[config.mk]
export PLATFORM = sky130hd
export DESIGN_NAME = clock_sweep_buffer_pool_flat
export DESIGN_NICKNAME = d
export VERILOG_FILES = /design/src/rtl/csbp_pkg.sv /design/src/rtl/csbp_in_if.sv /design/src/rtl/csbp_out_if.sv /design/src/rtl/clock_sweep_buffer_pool.sv /design/src/rtl/csbp_key_store.sv /design/src/rtl/csbp_visit_unit.sv /design/src/rtl/csbp_ctrl.sv /design/src/flat_wrapper.sv
export SDC_FILE = /design/constraint.sdc
export NUM_CORES = 1
export LEC_CHECK = 0
export BUFFER_PORTS_ARGS = -buffer_cell sky130_fd_sc_hd__buf_4
export CAP_MARGIN = 20
export CORE_MARGIN = 8
export CORE_UTILIZATION = 45
export CTS_CLUSTER_SIZE = 25
export DETAILED_ROUTE_END_ITERATION = 6
export GPL_TIMING_DRIVEN = 0
export PLACE_DENSITY = 0.61
export SLEW_MARGIN = 10
export SYNTH_ARGS = -nofsm -noshare
export SYNTH_HDL_FRONTEND = slang
export SYNTH_SLANG_ARGS = --single-unit
[constraint.sdc]
create_clock -name i_clk -period 8.2 [get_ports i_clk]
set_clock_uncertainty 0.2 [all_clocks]
set_input_delay 1.64 -clock i_clk [delete_from_list [all_inputs] [get_ports i_clk]]
set_output_delay 1.64 -clock i_clk [all_outputs]
set_load 0.1 [all_outputs]
[src/rtl/csbp_pkg.sv]
// ----------------------------------------------------------------------------
// csbp_pkg
// Shared types, constants and helpers of the clock-sweep buffer pool.
// ----------------------------------------------------------------------------
package csbp_pkg;

    localparam int SLOTS        = 16;
    localparam int IDX_W        = $clog2(SLOTS);
    localparam int KEY_W        = 32;
    localparam int CNT_W        = 3;
    localparam int SLOT_W       = 4;
    localparam int MAX_PASSES   = 5;
    localparam int SWEEP_VISITS = MAX_PASSES * SLOTS;
    localparam int VIS_W        = $clog2(SWEEP_VISITS);

    localparam logic [CNT_W-1:0] MAX_COUNT  = CNT_W'(5);
    localparam logic [CNT_W-1:0] FILL_COUNT = CNT_W'(1);

    typedef logic [IDX_W-1:0] t_idx;
    typedef logic [KEY_W-1:0] t_key;
    typedef logic [CNT_W-1:0] t_cnt;
    typedef logic [VIS_W-1:0] t_visit_cnt;

    typedef enum logic [1:0] {
        MODE_GET     = 2'd0,
        MODE_PUT     = 2'd1,
        MODE_RELEASE = 2'd2,
        MODE_TICK    = 2'd3
    } t_mode;

    typedef enum logic [2:0] {
        STAT_HIT   = 3'd0,
        STAT_MISS  = 3'd1,
        STAT_FREE  = 3'd2,
        STAT_EVICT = 3'd3,
        STAT_DROP  = 3'd4,
        STAT_TICK  = 3'd5
    } t_status;

    typedef enum logic [3:0] {
        S_IDLE,
        S_SCAN,
        S_RESOLVE,
        S_HIT,
        S_SWEEP,
        S_EVRD,
        S_FILL,
        S_TICK,
        S_DONE
    } t_state;

    typedef struct packed {
        logic occ;
        logic pin;
        t_cnt cnt;
    } t_frame;

    typedef struct packed {
        logic match;
        logic can_evict;
        logic can_age;
        t_cnt cnt_dec;
        t_cnt cnt_inc;
    } t_visit;

    typedef struct packed {
        t_status             status;
        logic [SLOT_W-1:0]   slot;
        t_key                key_out;
        logic                ev_valid;
        t_key                ev_key;
    } t_result;

    // low bits of a frame index, zero extended when the index is narrow
    function automatic logic [SLOT_W-1:0] to_slot(input t_idx idx);
        logic [31:0] wide;
        wide = 32'(idx);
        return wide[SLOT_W-1:0];
    endfunction

endpackage

[src/rtl/csbp_in_if.sv]
// ----------------------------------------------------------------------------
// csbp_in_if
// Request channel: mode and key, valid/ready handshake.
// ----------------------------------------------------------------------------
interface csbp_in_if import csbp_pkg::*; ();
    logic             valid;
    logic             ready;
    logic [1:0]       mode;
    logic signed [KEY_W-1:0] key;

    modport source (output valid, output mode, output key, input ready);
    modport sink   (input valid, input mode, input key, output ready);
endinterface

[src/rtl/csbp_out_if.sv]
// ----------------------------------------------------------------------------
// csbp_out_if
// Result channel: status, slot, returned key and evicted key.
// ----------------------------------------------------------------------------
interface csbp_out_if import csbp_pkg::*; ();
    logic                    valid;
    logic                    ready;
    logic [2:0]              status;
    logic [SLOT_W-1:0]       slot;
    logic signed [KEY_W-1:0] key_out;
    logic                    evicted_valid;
    logic signed [KEY_W-1:0] evicted_key;

    modport source (output valid, output status, output slot, output key_out,
                    output evicted_valid, output evicted_key, input ready);
    modport sink   (input valid, input status, input slot, input key_out,
                    input evicted_valid, input evicted_key, output ready);
endinterface

[src/rtl/clock_sweep_buffer_pool.sv]
// ----------------------------------------------------------------------------
// clock_sweep_buffer_pool
// Buffer pool of SLOTS frames with clock-sweep replacement.
// ----------------------------------------------------------------------------
// Request channel i_in carries mode (get, put, release, tick) and key; result
// channel o_out carries status, slot, key_out, evicted_valid, evicted_key.
// Both use valid/ready; an item moves when both are high at a clock edge.
// One request is worked at a time; i_in.ready is high only while idle.
// A get, release or put first scans the keys, one key a cycle through the
// key memory read port. A put that misses fills a free frame if there is one,
// else the hand sweeps up to 5 * SLOTS frame visits for a victim and drops
// the put if none is found. A tick ages every frame once, one frame visit per
// cycle.
// The hand walk and key scan share one per-frame compare/count unit.
// Results sit in an output register; the next request is taken as soon as
// the result is parked there, even while o_out.ready is low. A further
// result waits inside until the register frees up.
// Synchronous reset clears all flags, counts and the hand; keys are left
// as they are and are only read from occupied frames.
// ----------------------------------------------------------------------------
module clock_sweep_buffer_pool import csbp_pkg::*; (
    input  logic             i_clk,
    input  logic             i_rst_n,
    csbp_in_if.sink          i_in,
    csbp_out_if.source       o_out
);

    logic    s_res_vld;
    logic    s_res_rdy;
    t_result s_res;
    logic    s_mem_we;
    t_idx    s_mem_waddr;
    t_key    s_mem_wdata;
    t_idx    s_mem_raddr;
    t_key    s_mem_rdata;

    logic    r_out_vld;
    t_result r_out;

    csbp_key_store u_keys (
        .i_clk   (i_clk),
        .i_we    (s_mem_we),
        .i_waddr (s_mem_waddr),
        .i_wdata (s_mem_wdata),
        .i_raddr (s_mem_raddr),
        .o_rdata (s_mem_rdata)
    );

    csbp_ctrl u_ctrl (
        .i_clk       (i_clk),
        .i_rst_n     (i_rst_n),
        .i_in_valid  (i_in.valid),
        .o_in_ready  (i_in.ready),
        .i_mode      (i_in.mode),
        .i_key       (i_in.key),
        .o_res_vld   (s_res_vld),
        .i_res_rdy   (s_res_rdy),
        .o_res       (s_res),
        .o_mem_we    (s_mem_we),
        .o_mem_waddr (s_mem_waddr),
        .o_mem_wdata (s_mem_wdata),
        .o_mem_raddr (s_mem_raddr),
        .i_mem_rdata (s_mem_rdata)
    );

    assign s_res_rdy = !r_out_vld || o_out.ready;

    always_ff @(posedge i_clk) begin
        if (!i_rst_n) begin
            r_out_vld <= 1'b0;
        end else if (s_res_rdy) begin
            r_out_vld <= s_res_vld;
        end
    end

    always_ff @(posedge i_clk) begin
        if (s_res_vld && s_res_rdy) begin
            r_out <= s_res;
        end
    end

    assign o_out.valid         = r_out_vld;
    assign o_out.status        = r_out.status;
    assign o_out.slot          = r_out.slot;
    assign o_out.key_out       = r_out.key_out;
    assign o_out.evicted_valid = r_out.ev_valid;
    assign o_out.evicted_key   = r_out.ev_key;

    a_busy_after_accept: assert property (@(posedge i_clk) disable iff (!i_rst_n)
        (i_in.valid && i_in.ready) |=> !i_in.ready)
        else $error("request taken while previous one still in work");

    a_evict_flag: assert property (@(posedge i_clk) disable iff (!i_rst_n)
        o_out.valid |-> (o_out.evicted_valid == (o_out.status == STAT_EVICT)))
        else $error("evicted_valid disagrees with status");

    a_result_parked: assert property (@(posedge i_clk) disable iff (!i_rst_n)
        (s_res_vld && s_res_rdy) |=> (o_out.valid && o_out.status == $past(s_res.status)))
        else $error("result not moved into output register");

    a_tick_clean: assert property (@(posedge i_clk) disable iff (!i_rst_n)
        (o_out.valid && o_out.status == STAT_TICK) |->
        (o_out.slot == '0 && o_out.key_out == '0 && !o_out.evicted_valid))
        else $error("tick result carries frame data");

endmodule

[src/rtl/csbp_key_store.sv]
// ----------------------------------------------------------------------------
// csbp_key_store
// Frame key memory: one write port, one read port with registered data.
// ----------------------------------------------------------------------------
module csbp_key_store import csbp_pkg::*; (
    input  logic i_clk,
    input  logic i_we,
    input  t_idx i_waddr,
    input  t_key i_wdata,
    input  t_idx i_raddr,
    output t_key o_rdata
);

    t_key mem [SLOTS];
    t_key r_rdata;

    always_ff @(posedge i_clk) begin
        if (i_we) begin
            mem[i_waddr] <= i_wdata;
        end
        r_rdata <= mem[i_raddr];
    end

    assign o_rdata = r_rdata;

endmodule

[src/rtl/csbp_visit_unit.sv]
// ----------------------------------------------------------------------------
// csbp_visit_unit
// Shared per-frame unit: key compare, evict/age decision, count inc/dec.
// ----------------------------------------------------------------------------
module csbp_visit_unit import csbp_pkg::*; (
    input  t_frame i_frame,
    input  t_key   i_key_a,
    input  t_key   i_key_b,
    output t_visit o_visit
);

    logic s_free_to_move;

    assign s_free_to_move    = i_frame.occ && !i_frame.pin;

    assign o_visit.match     = i_frame.occ && (i_key_a == i_key_b);
    assign o_visit.can_evict = s_free_to_move && (i_frame.cnt == '0);
    assign o_visit.can_age   = s_free_to_move && (i_frame.cnt != '0);
    assign o_visit.cnt_dec   = i_frame.cnt - CNT_W'(1);
    assign o_visit.cnt_inc   = (i_frame.cnt < MAX_COUNT) ? i_frame.cnt + CNT_W'(1)
                                                         : i_frame.cnt;

endmodule

[src/rtl/csbp_ctrl.sv]
// ----------------------------------------------------------------------------
// csbp_ctrl
// Sequencer: key scan, free-frame pick, clock sweep, tick aging, frame state.
// ----------------------------------------------------------------------------
module csbp_ctrl import csbp_pkg::*; (
    input  logic    i_clk,
    input  logic    i_rst_n,
    input  logic    i_in_valid,
    output logic    o_in_ready,
    input  logic [1:0] i_mode,
    input  t_key    i_key,
    output logic    o_res_vld,
    input  logic    i_res_rdy,
    output t_result o_res,
    output logic    o_mem_we,
    output t_idx    o_mem_waddr,
    output t_key    o_mem_wdata,
    output t_idx    o_mem_raddr,
    input  t_key    i_mem_rdata
);

    localparam t_idx       LAST_IDX   = IDX_W'(SLOTS - 1);
    localparam t_visit_cnt LAST_TICK  = VIS_W'(SLOTS - 1);
    localparam t_visit_cnt LAST_SWEEP = VIS_W'(SWEEP_VISITS - 1);

    t_state     r_state,    n_state;
    t_mode      r_mode,     n_mode;
    t_key       r_key,      n_key;
    t_idx       r_idx,      n_idx;
    t_idx       r_pipe_idx, n_pipe_idx;
    logic       r_pipe_vld, n_pipe_vld;
    logic       r_free_vld, n_free_vld;
    t_idx       r_free_idx, n_free_idx;
    t_idx       r_sel,      n_sel;
    t_idx       r_hand,     n_hand;
    t_visit_cnt r_visit,    n_visit;
    t_result    r_res,      n_res;

    logic       r_occ [SLOTS];
    logic       r_pin [SLOTS];
    t_cnt       r_cnt [SLOTS];

    t_idx       s_fidx;
    t_frame     s_frame;
    t_frame     s_fnew;
    logic       s_fwe;
    t_visit     s_visit;
    t_idx       s_hand_next;

    // one frame is looked at per cycle; pick which
    always_comb begin
        case (r_state)
            S_SCAN:          s_fidx = r_pipe_idx;
            S_SWEEP, S_TICK: s_fidx = r_hand;
            default:         s_fidx = r_sel;
        endcase
    end

    assign s_frame.occ = r_occ[s_fidx];
    assign s_frame.pin = r_pin[s_fidx];
    assign s_frame.cnt = r_cnt[s_fidx];

    assign s_hand_next = (r_hand == LAST_IDX) ? '0 : r_hand + IDX_W'(1);

    csbp_visit_unit u_visit (
        .i_frame (s_frame),
        .i_key_a (r_key),
        .i_key_b (i_mem_rdata),
        .o_visit (s_visit)
    );

    always_comb begin
        n_state    = r_state;
        n_mode     = r_mode;
        n_key      = r_key;
        n_idx      = r_idx;
        n_pipe_idx = r_pipe_idx;
        n_pipe_vld = r_pipe_vld;
        n_free_vld = r_free_vld;
        n_free_idx = r_free_idx;
        n_sel      = r_sel;
        n_hand     = r_hand;
        n_visit    = r_visit;
        n_res      = r_res;
        s_fwe      = 1'b0;
        s_fnew     = s_frame;
        o_mem_we   = 1'b0;
        o_mem_raddr = r_idx;
        o_in_ready = 1'b0;
        o_res_vld  = 1'b0;

        case (r_state)
            S_IDLE: begin
                o_in_ready = 1'b1;
                if (i_in_valid) begin
                    n_mode        = t_mode'(i_mode);
                    n_key         = i_key;
                    n_idx         = '0;
                    n_pipe_vld    = 1'b0;
                    n_free_vld    = 1'b0;
                    n_visit       = '0;
                    n_res         = '0;
                    n_res.status  = STAT_MISS;
                    n_state       = (t_mode'(i_mode) == MODE_TICK) ? S_TICK : S_SCAN;
                end
            end

            // read key r_idx while comparing the key read last cycle
            S_SCAN: begin
                o_mem_raddr = r_idx;
                n_idx       = r_idx + IDX_W'(1);
                n_pipe_idx  = r_idx;
                n_pipe_vld  = 1'b1;
                if (r_pipe_vld) begin
                    if (s_visit.match) begin
                        n_sel   = r_pipe_idx;
                        n_state = S_HIT;
                    end else begin
                        if (!s_frame.occ && !r_free_vld) begin
                            n_free_vld = 1'b1;
                            n_free_idx = r_pipe_idx;
                        end
                        if (r_pipe_idx == LAST_IDX) begin
                            n_state = S_RESOLVE;
                        end
                    end
                end
            end

            S_RESOLVE: begin
                if (r_mode == MODE_PUT) begin
                    if (r_free_vld) begin
                        n_sel        = r_free_idx;
                        n_res.status = STAT_FREE;
                        n_state      = S_FILL;
                    end else begin
                        n_state      = S_SWEEP;
                    end
                end else begin
                    n_state = S_DONE;
                end
            end

            S_HIT: begin
                s_fwe = 1'b1;
                if (r_mode == MODE_RELEASE) begin
                    s_fnew.pin = 1'b0;
                end else begin
                    s_fnew.pin = 1'b1;
                    s_fnew.cnt = s_visit.cnt_inc;
                end
                n_res.status = STAT_HIT;
                n_res.slot   = to_slot(r_sel);
                if (r_mode == MODE_GET) begin
                    n_res.key_out = r_key;
                end
                n_state = S_DONE;
            end

            S_SWEEP: begin
                n_hand  = s_hand_next;
                n_visit = r_visit + VIS_W'(1);
                if (s_visit.can_evict) begin
                    n_sel          = r_hand;
                    n_res.status   = STAT_EVICT;
                    n_res.ev_valid = 1'b1;
                    n_state        = S_EVRD;
                end else begin
                    if (s_visit.can_age) begin
                        s_fwe      = 1'b1;
                        s_fnew.cnt = s_visit.cnt_dec;
                    end
                    if (r_visit == LAST_SWEEP) begin
                        n_res.status = STAT_DROP;
                        n_state      = S_DONE;
                    end
                end
            end

            // fetch the victim key before it is overwritten
            S_EVRD: begin
                o_mem_raddr = r_sel;
                n_state     = S_FILL;
            end

            S_FILL: begin
                o_mem_we   = 1'b1;
                s_fwe      = 1'b1;
                s_fnew.occ = 1'b1;
                s_fnew.pin = 1'b1;
                s_fnew.cnt = FILL_COUNT;
                n_res.slot = to_slot(r_sel);
                if (r_res.status == STAT_EVICT) begin
                    n_res.ev_key = i_mem_rdata;
                end
                n_state = S_DONE;
            end

            S_TICK: begin
                n_hand  = s_hand_next;
                n_visit = r_visit + VIS_W'(1);
                if (s_visit.can_age) begin
                    s_fwe      = 1'b1;
                    s_fnew.cnt = s_visit.cnt_dec;
                end
                if (r_visit == LAST_TICK) begin
                    n_res.status = STAT_TICK;
                    n_state      = S_DONE;
                end
            end

            S_DONE: begin
                o_res_vld = 1'b1;
                if (i_res_rdy) begin
                    n_state = S_IDLE;
                end
            end

            default: begin
                n_state = S_IDLE;
            end
        endcase
    end

    assign o_mem_waddr = r_sel;
    assign o_mem_wdata = r_key;
    assign o_res       = r_res;

    always_ff @(posedge i_clk) begin
        if (!i_rst_n) begin
            r_state    <= S_IDLE;
            r_pipe_vld <= 1'b0;
            r_free_vld <= 1'b0;
            r_hand     <= '0;
            r_visit    <= '0;
        end else begin
            r_state    <= n_state;
            r_pipe_vld <= n_pipe_vld;
            r_free_vld <= n_free_vld;
            r_hand     <= n_hand;
            r_visit    <= n_visit;
        end
    end

    always_ff @(posedge i_clk) begin
        r_mode     <= n_mode;
        r_key      <= n_key;
        r_idx      <= n_idx;
        r_pipe_idx <= n_pipe_idx;
        r_free_idx <= n_free_idx;
        r_sel      <= n_sel;
        r_res      <= n_res;
    end

    always_ff @(posedge i_clk) begin
        if (!i_rst_n) begin
            for (int i = 0; i < SLOTS; i++) begin
                r_occ[i] <= 1'b0;
                r_pin[i] <= 1'b0;
                r_cnt[i] <= '0;
            end
        end else if (s_fwe) begin
            r_occ[s_fidx] <= s_fnew.occ;
            r_pin[s_fidx] <= s_fnew.pin;
            r_cnt[s_fidx] <= s_fnew.cnt;
        end
    end

endmodule

[src/flat_wrapper.sv]
// flat-port wrapper written by rule: the top's interface ports become plain ports
module clock_sweep_buffer_pool_flat import csbp_pkg::*;
  (i_clk, i_rst_n, i_in_valid, i_in_mode, i_in_key, i_in_ready, o_out_valid, o_out_status, o_out_slot, o_out_key_out, o_out_evicted_valid, o_out_evicted_key, o_out_ready);
  csbp_in_if i_in_i ();
  csbp_out_if o_out_i ();
  input  logic i_clk;
  input  logic i_rst_n;
  input wire logic [$bits(i_in_i.valid)-1:0] i_in_valid;
  input wire logic [$bits(i_in_i.mode)-1:0] i_in_mode;
  input wire logic [$bits(i_in_i.key)-1:0] i_in_key;
  output wire logic [$bits(i_in_i.ready)-1:0] i_in_ready;
  output wire logic [$bits(o_out_i.valid)-1:0] o_out_valid;
  output wire logic [$bits(o_out_i.status)-1:0] o_out_status;
  output wire logic [$bits(o_out_i.slot)-1:0] o_out_slot;
  output wire logic [$bits(o_out_i.key_out)-1:0] o_out_key_out;
  output wire logic [$bits(o_out_i.evicted_valid)-1:0] o_out_evicted_valid;
  output wire logic [$bits(o_out_i.evicted_key)-1:0] o_out_evicted_key;
  input wire logic [$bits(o_out_i.ready)-1:0] o_out_ready;
  assign i_in_i.valid = i_in_valid;
  assign i_in_i.mode = i_in_mode;
  assign i_in_i.key = i_in_key;
  assign i_in_ready = i_in_i.ready;
  assign o_out_valid = o_out_i.valid;
  assign o_out_status = o_out_i.status;
  assign o_out_slot = o_out_i.slot;
  assign o_out_key_out = o_out_i.key_out;
  assign o_out_evicted_valid = o_out_i.evicted_valid;
  assign o_out_evicted_key = o_out_i.evicted_key;
  assign o_out_i.ready = o_out_ready;
  clock_sweep_buffer_pool u_core (.i_clk(i_clk), .i_rst_n(i_rst_n), .i_in(i_in_i), .o_out(o_out_i));
endmodule
=== Word-level counts from Yosys, hierarchy flattened ===
Memories as Yosys holds them, arrays and structs flattened. A register that Yosys moved wholly into a read port is not among the register bits.
Index checks and enable logic that the tools add are counted.

* Add/sub/neg operators: 5
* Multipliers: 0
* Div/mod/pow operators: 0
* Magnitude comparators: 1
* Eq/ne operators: 31
* Shift operators: 0
* Mux-type cells: 74
* Bitwise gates (word level): 1
* Reductions and logical operators: 40

{| class="wikitable"
|+ Operator list
! kind !! number
|-
| 32-bit case mux with 2 select lines || 2
|-
| 4-bit two-way mux || 20
|-
| 72-bit two-way mux || 1
|-
| 32-bit two-way mux || 2
|-
| 3-bit two-way mux || 11
|-
| 32-bit == test || 1
|-
| 4-bit case mux with 8 select lines || 1
|-
| 4-bit case mux with 2 select lines || 3
|-
| 1-bit two-way mux || 23
|-
| 2-bit inequality test (second input constant) || 11
|-
| 6-bit AND reduction || 3
|-
| 4-bit by 3-bit == test with 1-bit output (second input constant) || 4
|-
| 3-bit case mux with 5 select lines || 1
|-
| 7-bit case mux with 2 select lines || 1
|-
| 4-bit == test (second input constant) || 3
|-
| 3-bit case mux with 4 select lines || 1
|-
| 4-bit case mux with 3 select lines || 1
|-
| 2-bit nonzero test || 6
|-
| 3-bit AND reduction || 3
|-
| 4-bit by 1-bit adder with 4-bit output (second input constant) || 2
|-
| 4-bit by 2-bit == test with 1-bit output (second input constant) || 2
|-
| 1-bit case mux with 2 select lines || 4
|-
| 2-bit AND reduction || 4
|-
| 7-bit by 1-bit adder with 7-bit output (second input constant) || 1
|-
| 28 further kinds || 41
|}

* Flip-flop bits (word level): 212
* Bits in latches: 0
* RAM bits: 592
* Memory bits (read-only): 0
* Output and inout port bits: 74
* Word-level logic and storage cells: 178
* Memories: 4

{| class="wikitable"
|+ Memory list
! memory !! words !! width !! read ports !! clocked after Yosys merged registers in !! wr ports !! RTL line !! RTL
|-
| u_core.u_keys.mem || 16 || 32 || 1 || 1 || 1 || csbp_key_store.sv:14 || <nowiki>t_key mem [SLOTS];</nowiki>
|-
| u_core.u_ctrl.r_cnt || 16 || 3 || 1 || 0 || 16 || csbp_ctrl.sv:41 || <nowiki>t_cnt r_cnt [SLOTS];</nowiki>
|-
| u_core.u_ctrl.r_occ || 16 || 1 || 1 || 0 || 16 || csbp_ctrl.sv:39 || <nowiki>logic r_occ [SLOTS];</nowiki>
|-
| u_core.u_ctrl.r_pin || 16 || 1 || 1 || 0 || 16 || csbp_ctrl.sv:40 || <nowiki>logic r_pin [SLOTS];</nowiki>
|}

=== Depth between registers and ports, before layout ===
An unclocked memory read counts as a cell.

* Word-level depth: 15
* Mapped depth: 22
* Mapped depth without buffers: 16

=== Hierarchy ===
A second synthesis with hierarchy kept.

* Cells, all modules: 1848
* Area total of the unflattened synthesis: 32745.2 um2

{| class="wikitable"
|+ By module, submodules not included
! module !! instances !! cells each !! area an instance (um2) !! sequential area each (um2)
|-
| csbp_key_store || 1 || 838 || 19854.0 || 16015.4
|-
| csbp_ctrl || 1 || 870 || 10193.5 || 6085.8
|-
| clock_sweep_buffer_pool || 1 || 77 || 2219.6 || 2182.1
|-
| csbp_visit_unit || 1 || 63 || 478.0 || 0.0
|}

=== Worst setup path after synthesis ===
OpenSTA, ideal clock, no wires.

* Kind: input-to-reg
* Start point: input port o_out_ready
* End point: register u_core.r_out, in the netlist u_core.o_out.evicted_key[0], enable pin
* Arrival: 4.976 ns
* Setup slack: 2.514 ns
* Stages: 2
* Cells stage by stage: nand2b_1 nor2b_1

* Word-level cells in the longest chain between the ends: 2

{| class="wikitable"
|+ RTL lines
! item !! RTL line !! RTL
|-
| from (decl) || flat_wrapper.sv:18 || <nowiki>input wire logic [$bits(o_out_i.ready)-1:0] o_out_ready;</nowiki>
|-
| 1-bit logical OR || clock_sweep_buffer_pool.sv:66 || <nowiki>assign s_res_rdy = !r_out_vld || o_out.ready;</nowiki>
|-
| 1-bit logical AND || clock_sweep_buffer_pool.sv:77 || <nowiki>if (s_res_vld && s_res_rdy) begin</nowiki>
|-
| to (signal assigned) || clock_sweep_buffer_pool.sv:78 || <nowiki>r_out <= s_res;</nowiki>
|-
| to (decl) || clock_sweep_buffer_pool.sv:38 || <nowiki>t_result r_out;</nowiki>
|}

Every way passes these cells.
A chain may end at the register's enable or synchronous reset.

==> metrics.txt <==
# TYPE chip_impl_metric gauge
chip_impl_metric{name="synth_enable_flop_cells",unit=""} 754
chip_impl_info{name="yosys_most_used_dff",value="sky130_fd_sc_hd__edfxtp_1"} 1
chip_impl_info{name="critPathCaptureType",value="flip-flop"} 1
chip_impl_metric{name="hold_path_depth",unit=""} 0
chip_impl_metric{name="io_pins",unit=""} 112
chip_impl_metric{name="maxSlewHeadroom",unit="%"} 26.37
chip_impl_info{name="rsz0062_at_grt",value="no"} 1
chip_impl_info{name="synth_top_family_by_area",value="multiplexers"} 1
chip_impl_info{name="cts_root_buffer",value="sky130_fd_sc_hd__clkbuf_16"} 1
chip_impl_metric{name="post_synth.cell_area_avg",unit="µm²"} 17.15
chip_impl_metric{name="critPathArrivalTime",unit="ns"} 5.98
chip_impl_metric{name="antenna_left",unit=""} 0
chip_impl_metric{name="max-cap-violations",unit=""} 0
chip_impl_metric{name="final_net_count",unit=""} 2183
chip_impl_metric{name="post-route-drc-count",unit=""} 0
chip_impl_metric{name="cts.clk_slew.worst_paths",unit="ns"} 0.06
chip_impl_metric{name="postSynthRegisterBits",unit=""} 836
chip_impl_metric{name="detailedPlacementHpwl",unit="mm"} 56.00
chip_impl_metric{name="regToRegSetupSlack",unit="ns"} 2.41
chip_impl_metric{name="floorplan.die_area",unit="µm²"} 81140
chip_impl_metric{name="postLayoutCoreUtil",unit="%"} 53.45
chip_impl_metric{name="cellPowerDensity",unit="nW/µm²"} 357.2
chip_impl_metric{name="dieWidth",unit="µm"} 284.8
chip_impl_info{name="worstSetupPathType",value="reg2reg"} 1
chip_impl_metric{name="dr_total_vias",unit=""} 18200
chip_impl_metric{name="first_iter_violations",unit=""} 1776
chip_impl_metric{name="vias_per_cell",unit=""} 5.757
chip_impl_metric{name="place_congestion",unit=""} 0.9010
chip_impl_metric{name="grt_start_max_net_pins",unit=""} 31
chip_impl_info{name="run_status",value="complete, no violations"} 1
chip_impl_metric{name="synth_sequential_area_ratio",unit="%"} 74.66
chip_impl_metric{name="cts-htree-levels",unit=""} 3
chip_impl_metric{name="ys_types",unit=""} 82
chip_impl_metric{name="cts.hold.buffers_added",unit=""} 0
chip_impl_metric{name="ys_warn_count",unit=""} 0
chip_impl_metric{name="numClockSinks",unit=""} 836
chip_impl_metric{name="proportion_of_layout_cells_with_a_drive_suffix_above_1",unit="%"} 22.20
chip_impl_metric{name="synthToLayoutAreaGrowth",unit="%"} 17.47
chip_impl_metric{name="max_clock_freq",unit="MHz"} 172.7
chip_impl_metric{name="grtUsageTotal",unit="%"} 20.12
chip_impl_metric{name="fraction_of_the_mapped_netlist_area_in_adder_cells",unit="%"} 0.2308
chip_impl_metric{name="yosys.area.top_type_share",unit="%"} 69.61
chip_impl_metric{name="finalSetupViolCount",unit=""} 0
chip_impl_metric{name="final.period_utilization",unit="%"} 70.63
chip_impl_metric{name="worst_ep_required_time",unit="ns"} 8.39
chip_impl_info{name="netlist_top_cells_area",value="sky130_fd_sc_hd__edfxtp_1 70%, sky130_fd_sc_hd__mux4_2 8.9%, sky130_fd_sc_hd__dfxtp_1 5.0%, sky130_fd_sc_hd__nand2_1 1.9%, sky130_fd_sc_hd__and2_1 1.3%"} 1
chip_impl_metric{name="worst-r2r-cell-count",unit=""} 19
chip_impl_info{name="synth.largest_area_cell",value="sky130_fd_sc_hd__edfxtp_1"} 1
chip_impl_metric{name="critical_path_fanouts_max",unit=""} 10
chip_impl_metric{name="initial_core_util",unit="%"} 45.50
chip_impl_info{name="worst_hold_path_type",value="reg2reg"} 1
chip_impl_metric{name="total_leakage_power",unit="nW"} 12.73
chip_impl_metric{name="post-cts-setup-buffer-count",unit=""} 0
chip_impl_info{name="worstHoldStart",value="u_core.u_ctrl.o_res[57]"} 1
chip_impl_metric{name="post_synth_and_or_nand_nor_area_fraction",unit="%"} 8.013
chip_impl_metric{name="tritoncts.num_buffers",unit=""} 87
chip_impl_metric{name="post_layout_min_period",unit="ns"} 5.792
chip_impl_metric{name="diodes",unit=""} 0
chip_impl_metric{name="grt_pass1_wl",unit="mm"} 122.5
chip_impl_metric{name="vdd_ir_drop_max",unit="mV"} 0.2239
chip_impl_metric{name="final_critical_path_setup_slack",unit="ns"} 2.408
chip_impl_metric{name="finalHoldViolCount",unit=""} 0
chip_impl_info{name="setup.worst_path.start",value="u_core.u_ctrl.r_state[3]"} 1
chip_impl_metric{name="maxSlewViolCount",unit=""} 0
chip_impl_metric{name="drt-total-wl",unit="mm"} 82.93
chip_impl_info{name="crit-reg2reg-launch",value="u_core.u_ctrl.r_state[3]"} 1
chip_impl_info{name="critical_path.startpoint_type",value="flip-flop"} 1
chip_impl_metric{name="muxShareOfSynthArea",unit="%"} 9.236
chip_impl_info{name="tritoncts",value="done"} 1
chip_impl_metric{name="worst_skew_pair.late_latency",unit="ns"} 0.65
chip_impl_metric{name="transition_time_at_the_pin_with_the_least_slew_margin",unit="ns"} 1.093
chip_impl_metric{name="syn_nets",unit=""} 1941
chip_impl_metric{name="pre_cts_slack",unit="ns"} 2.444
chip_impl_metric{name="cts.path.max_buffers",unit=""} 3
chip_impl_metric{name="netlist_area",unit="µm²"} 32520
chip_impl_metric{name="drt_pass1_iterations",unit=""} 5
chip_impl_info{name="synthMostInstantiatedCell",value="sky130_fd_sc_hd__edfxtp_1"} 1
chip_impl_info{name="regToRegEndpoint",value="u_core.u_ctrl.r_cnt[15][2]"} 1
chip_impl_info{name="min_delay_worst_endpoint",value="u_core.o_out.key_out[24]"} 1
chip_impl_metric{name="die_height",unit="µm"} 284.8
chip_impl_metric{name="asyncSetResetFlopFracSynth",unit="%"} 0
chip_impl_info{name="synth_commonest_cells",value="754 x sky130_fd_sc_hd__edfxtp_1, 168 x sky130_fd_sc_hd__nand2_1, 128 x sky130_fd_sc_hd__mux4_2"} 1
chip_impl_metric{name="core_region_area",unit="µm²"} 71490
chip_impl_metric{name="first_global_vias",unit=""} 18450
chip_impl_metric{name="routedWlPerCell",unit="µm"} 26.23
chip_impl_metric{name="synth_compound_area_share",unit="%"} 5.193
chip_impl_metric{name="post_cts_resize_count",unit=""} 0
chip_impl_metric{name="numPortBuffers",unit=""} 111
chip_impl_metric{name="grt.overflow.total",unit=""} 0
chip_impl_metric{name="postSynthCellCount",unit=""} 1897
chip_impl_metric{name="area_share_of_xor_xnor_cells_in_the_synthesized_design",unit="%"} 1.104
chip_impl_metric{name="rows",unit=""} 98
chip_impl_metric{name="initial_antenna_violation_count",unit=""} 1
## layer usage
metal  global-route usage (%)  wire, µm  vias to the layer above
li1                         -         -                     7971
met1                    28.07     36030                     9440
met2                    32.25     39520                      660
met3                    3.531      5273                      133
met4                    6.276      2097                        0
met5                        0         0                        -
## area by class of cell
type	count	area, µm²
inverters	13	61.31
well taps	950	1189
repair buffers	153	1435
clock buffers	112	2342
clock inverters	50	565.5
multi-input cells	952	7884
fillers	5663	33280
flip-flops and latches	836	24280
plain buffers	96	446.7
## metrics by stage
step	total power [mW]	std cells	hold slack (ns)	TNS, ns	instance area, µm²
global placement	9.640	2958	0.2024	-28.78	34550
floorplan	8.244	1897	0.2003	0	32520
CTS	13.73	3161	0.2141	0	38200
finish	13.65	3162	0.2127	0	38210
detailed placement	9.730	2999	0.2045	0	35290
global route	14.18	3162	0.2213	0	38210
## critical path, stage by stage, from the launching register on
cell and delay, ns:
sky130_fd_sc_hd__dfxtp_1 0.32, sky130_fd_sc_hd__buf_6 0.14, sky130_fd_sc_hd__inv_1 0.22, sky130_fd_sc_hd__clkbuf_1 0.54, sky130_fd_sc_hd__o31ai_1 0.28, sky130_fd_sc_hd__nand2_1 0.37, sky130_fd_sc_hd__clkbuf_1 0.53, sky130_fd_sc_hd__nor2_1 0.09
sky130_fd_sc_hd__o2111ai_1 0.31, sky130_fd_sc_hd__o311ai_1 0.21, sky130_fd_sc_hd__or2_2 0.36, sky130_fd_sc_hd__ha_1 0.19, sky130_fd_sc_hd__ha_1 0.24, sky130_fd_sc_hd__nor2_1 0.20, sky130_fd_sc_hd__nand3_4 0.19, sky130_fd_sc_hd__nand3_1 0.17
sky130_fd_sc_hd__o21ai_0 0.11, sky130_fd_sc_hd__a21oi_2 0.43, sky130_fd_sc_hd__buf_2 0.37, sky130_fd_sc_hd__nor2_1 0.07
## sequential cells by signal, summed over array words and instances, names as in the netlist, 4 cells and up
name / count
u_core.u_ctrl.r_pipe_idx: 4
u_core.u_ctrl.r_hand: 4
u_core.u_ctrl.r_idx: 4
u_core.u_keys.mem: 512
u_core.u_ctrl.o_res: 72
u_core.u_ctrl.o_mem_waddr: 4
u_core.o_out.slot: 4
u_core.o_out.key_out: 32
u_core.u_ctrl.r_visit: 7
u_core.u_ctrl.o_mem_wdata: 32
u_core.u_ctrl.r_state: 4
u_core.o_out.evicted_key: 32
u_core.u_ctrl.r_pin: 16
u_core.u_ctrl.r_occ: 16
u_core.u_ctrl.r_cnt: 48
u_core.u_ctrl.r_free_idx: 4
u_core.u_keys.o_rdata: 32
## cell families (layout without fill, tap and decap cells)
kind of cell,after synthesis,in the layout
simple gates,525,525
flops,836,836
compound gates,240,240
xor+xnor,41,41
mux,140,140
fa+ha+maj,6,6
buf+inv,109,424
## worst max-delay path by stage
stage | slack (ns) | depth (start not counted) | end
floorplan | 2.51 | 2 | u_core.o_out.evicted_key[0]
global placement | -0.73 | 5 | u_core.u_ctrl.o_res[20]
detailed placement | 2.44 | 19 | u_core.u_ctrl.r_cnt[15][2]
CTS | 2.41 | 19 | u_core.u_ctrl.r_cnt[15][2]
global route | 2.01 | 18 | u_core.u_ctrl.r_cnt[11][2]
finish | 2.41 | 19 | u_core.u_ctrl.r_cnt[15][2]
## report_power, final
group	total, mW	internal (mW)	switching (mW)
combinational	4.01	1.39	2.62
clock	3.99	2.32	1.67
sequential	5.64	5.26	0.383
total	13.6	8.97	4.68
## cells in the final DEF (no fill, tap or decap), types with 36 or more instances in the layout
cell | netlist | final
sky130_fd_sc_hd__a211oi_1 | 39 | 39
sky130_fd_sc_hd__mux4_2 | 128 | 128
sky130_fd_sc_hd__clkbuf_1 | 55 | 74
sky130_fd_sc_hd__and3_1 | 36 | 36
sky130_fd_sc_hd__clkbuf_16 | 0 | 88
sky130_fd_sc_hd__nand3_1 | 49 | 49
sky130_fd_sc_hd__and2_1 | 69 | 69
sky130_fd_sc_hd__xnor2_1 | 37 | 37
sky130_fd_sc_hd__a31oi_1 | 43 | 43
sky130_fd_sc_hd__dfxtp_1 | 82 | 82
sky130_fd_sc_hd__buf_4 | 2 | 127
sky130_fd_sc_hd__nand2_1 | 168 | 168
sky130_fd_sc_hd__edfxtp_1 | 754 | 754
sky130_fd_sc_hd__o21ai_0 | 57 | 57
sky130_fd_sc_hd__nor2_1 | 107 | 94
No activity file was read; power rests on OpenSTA's default activity.
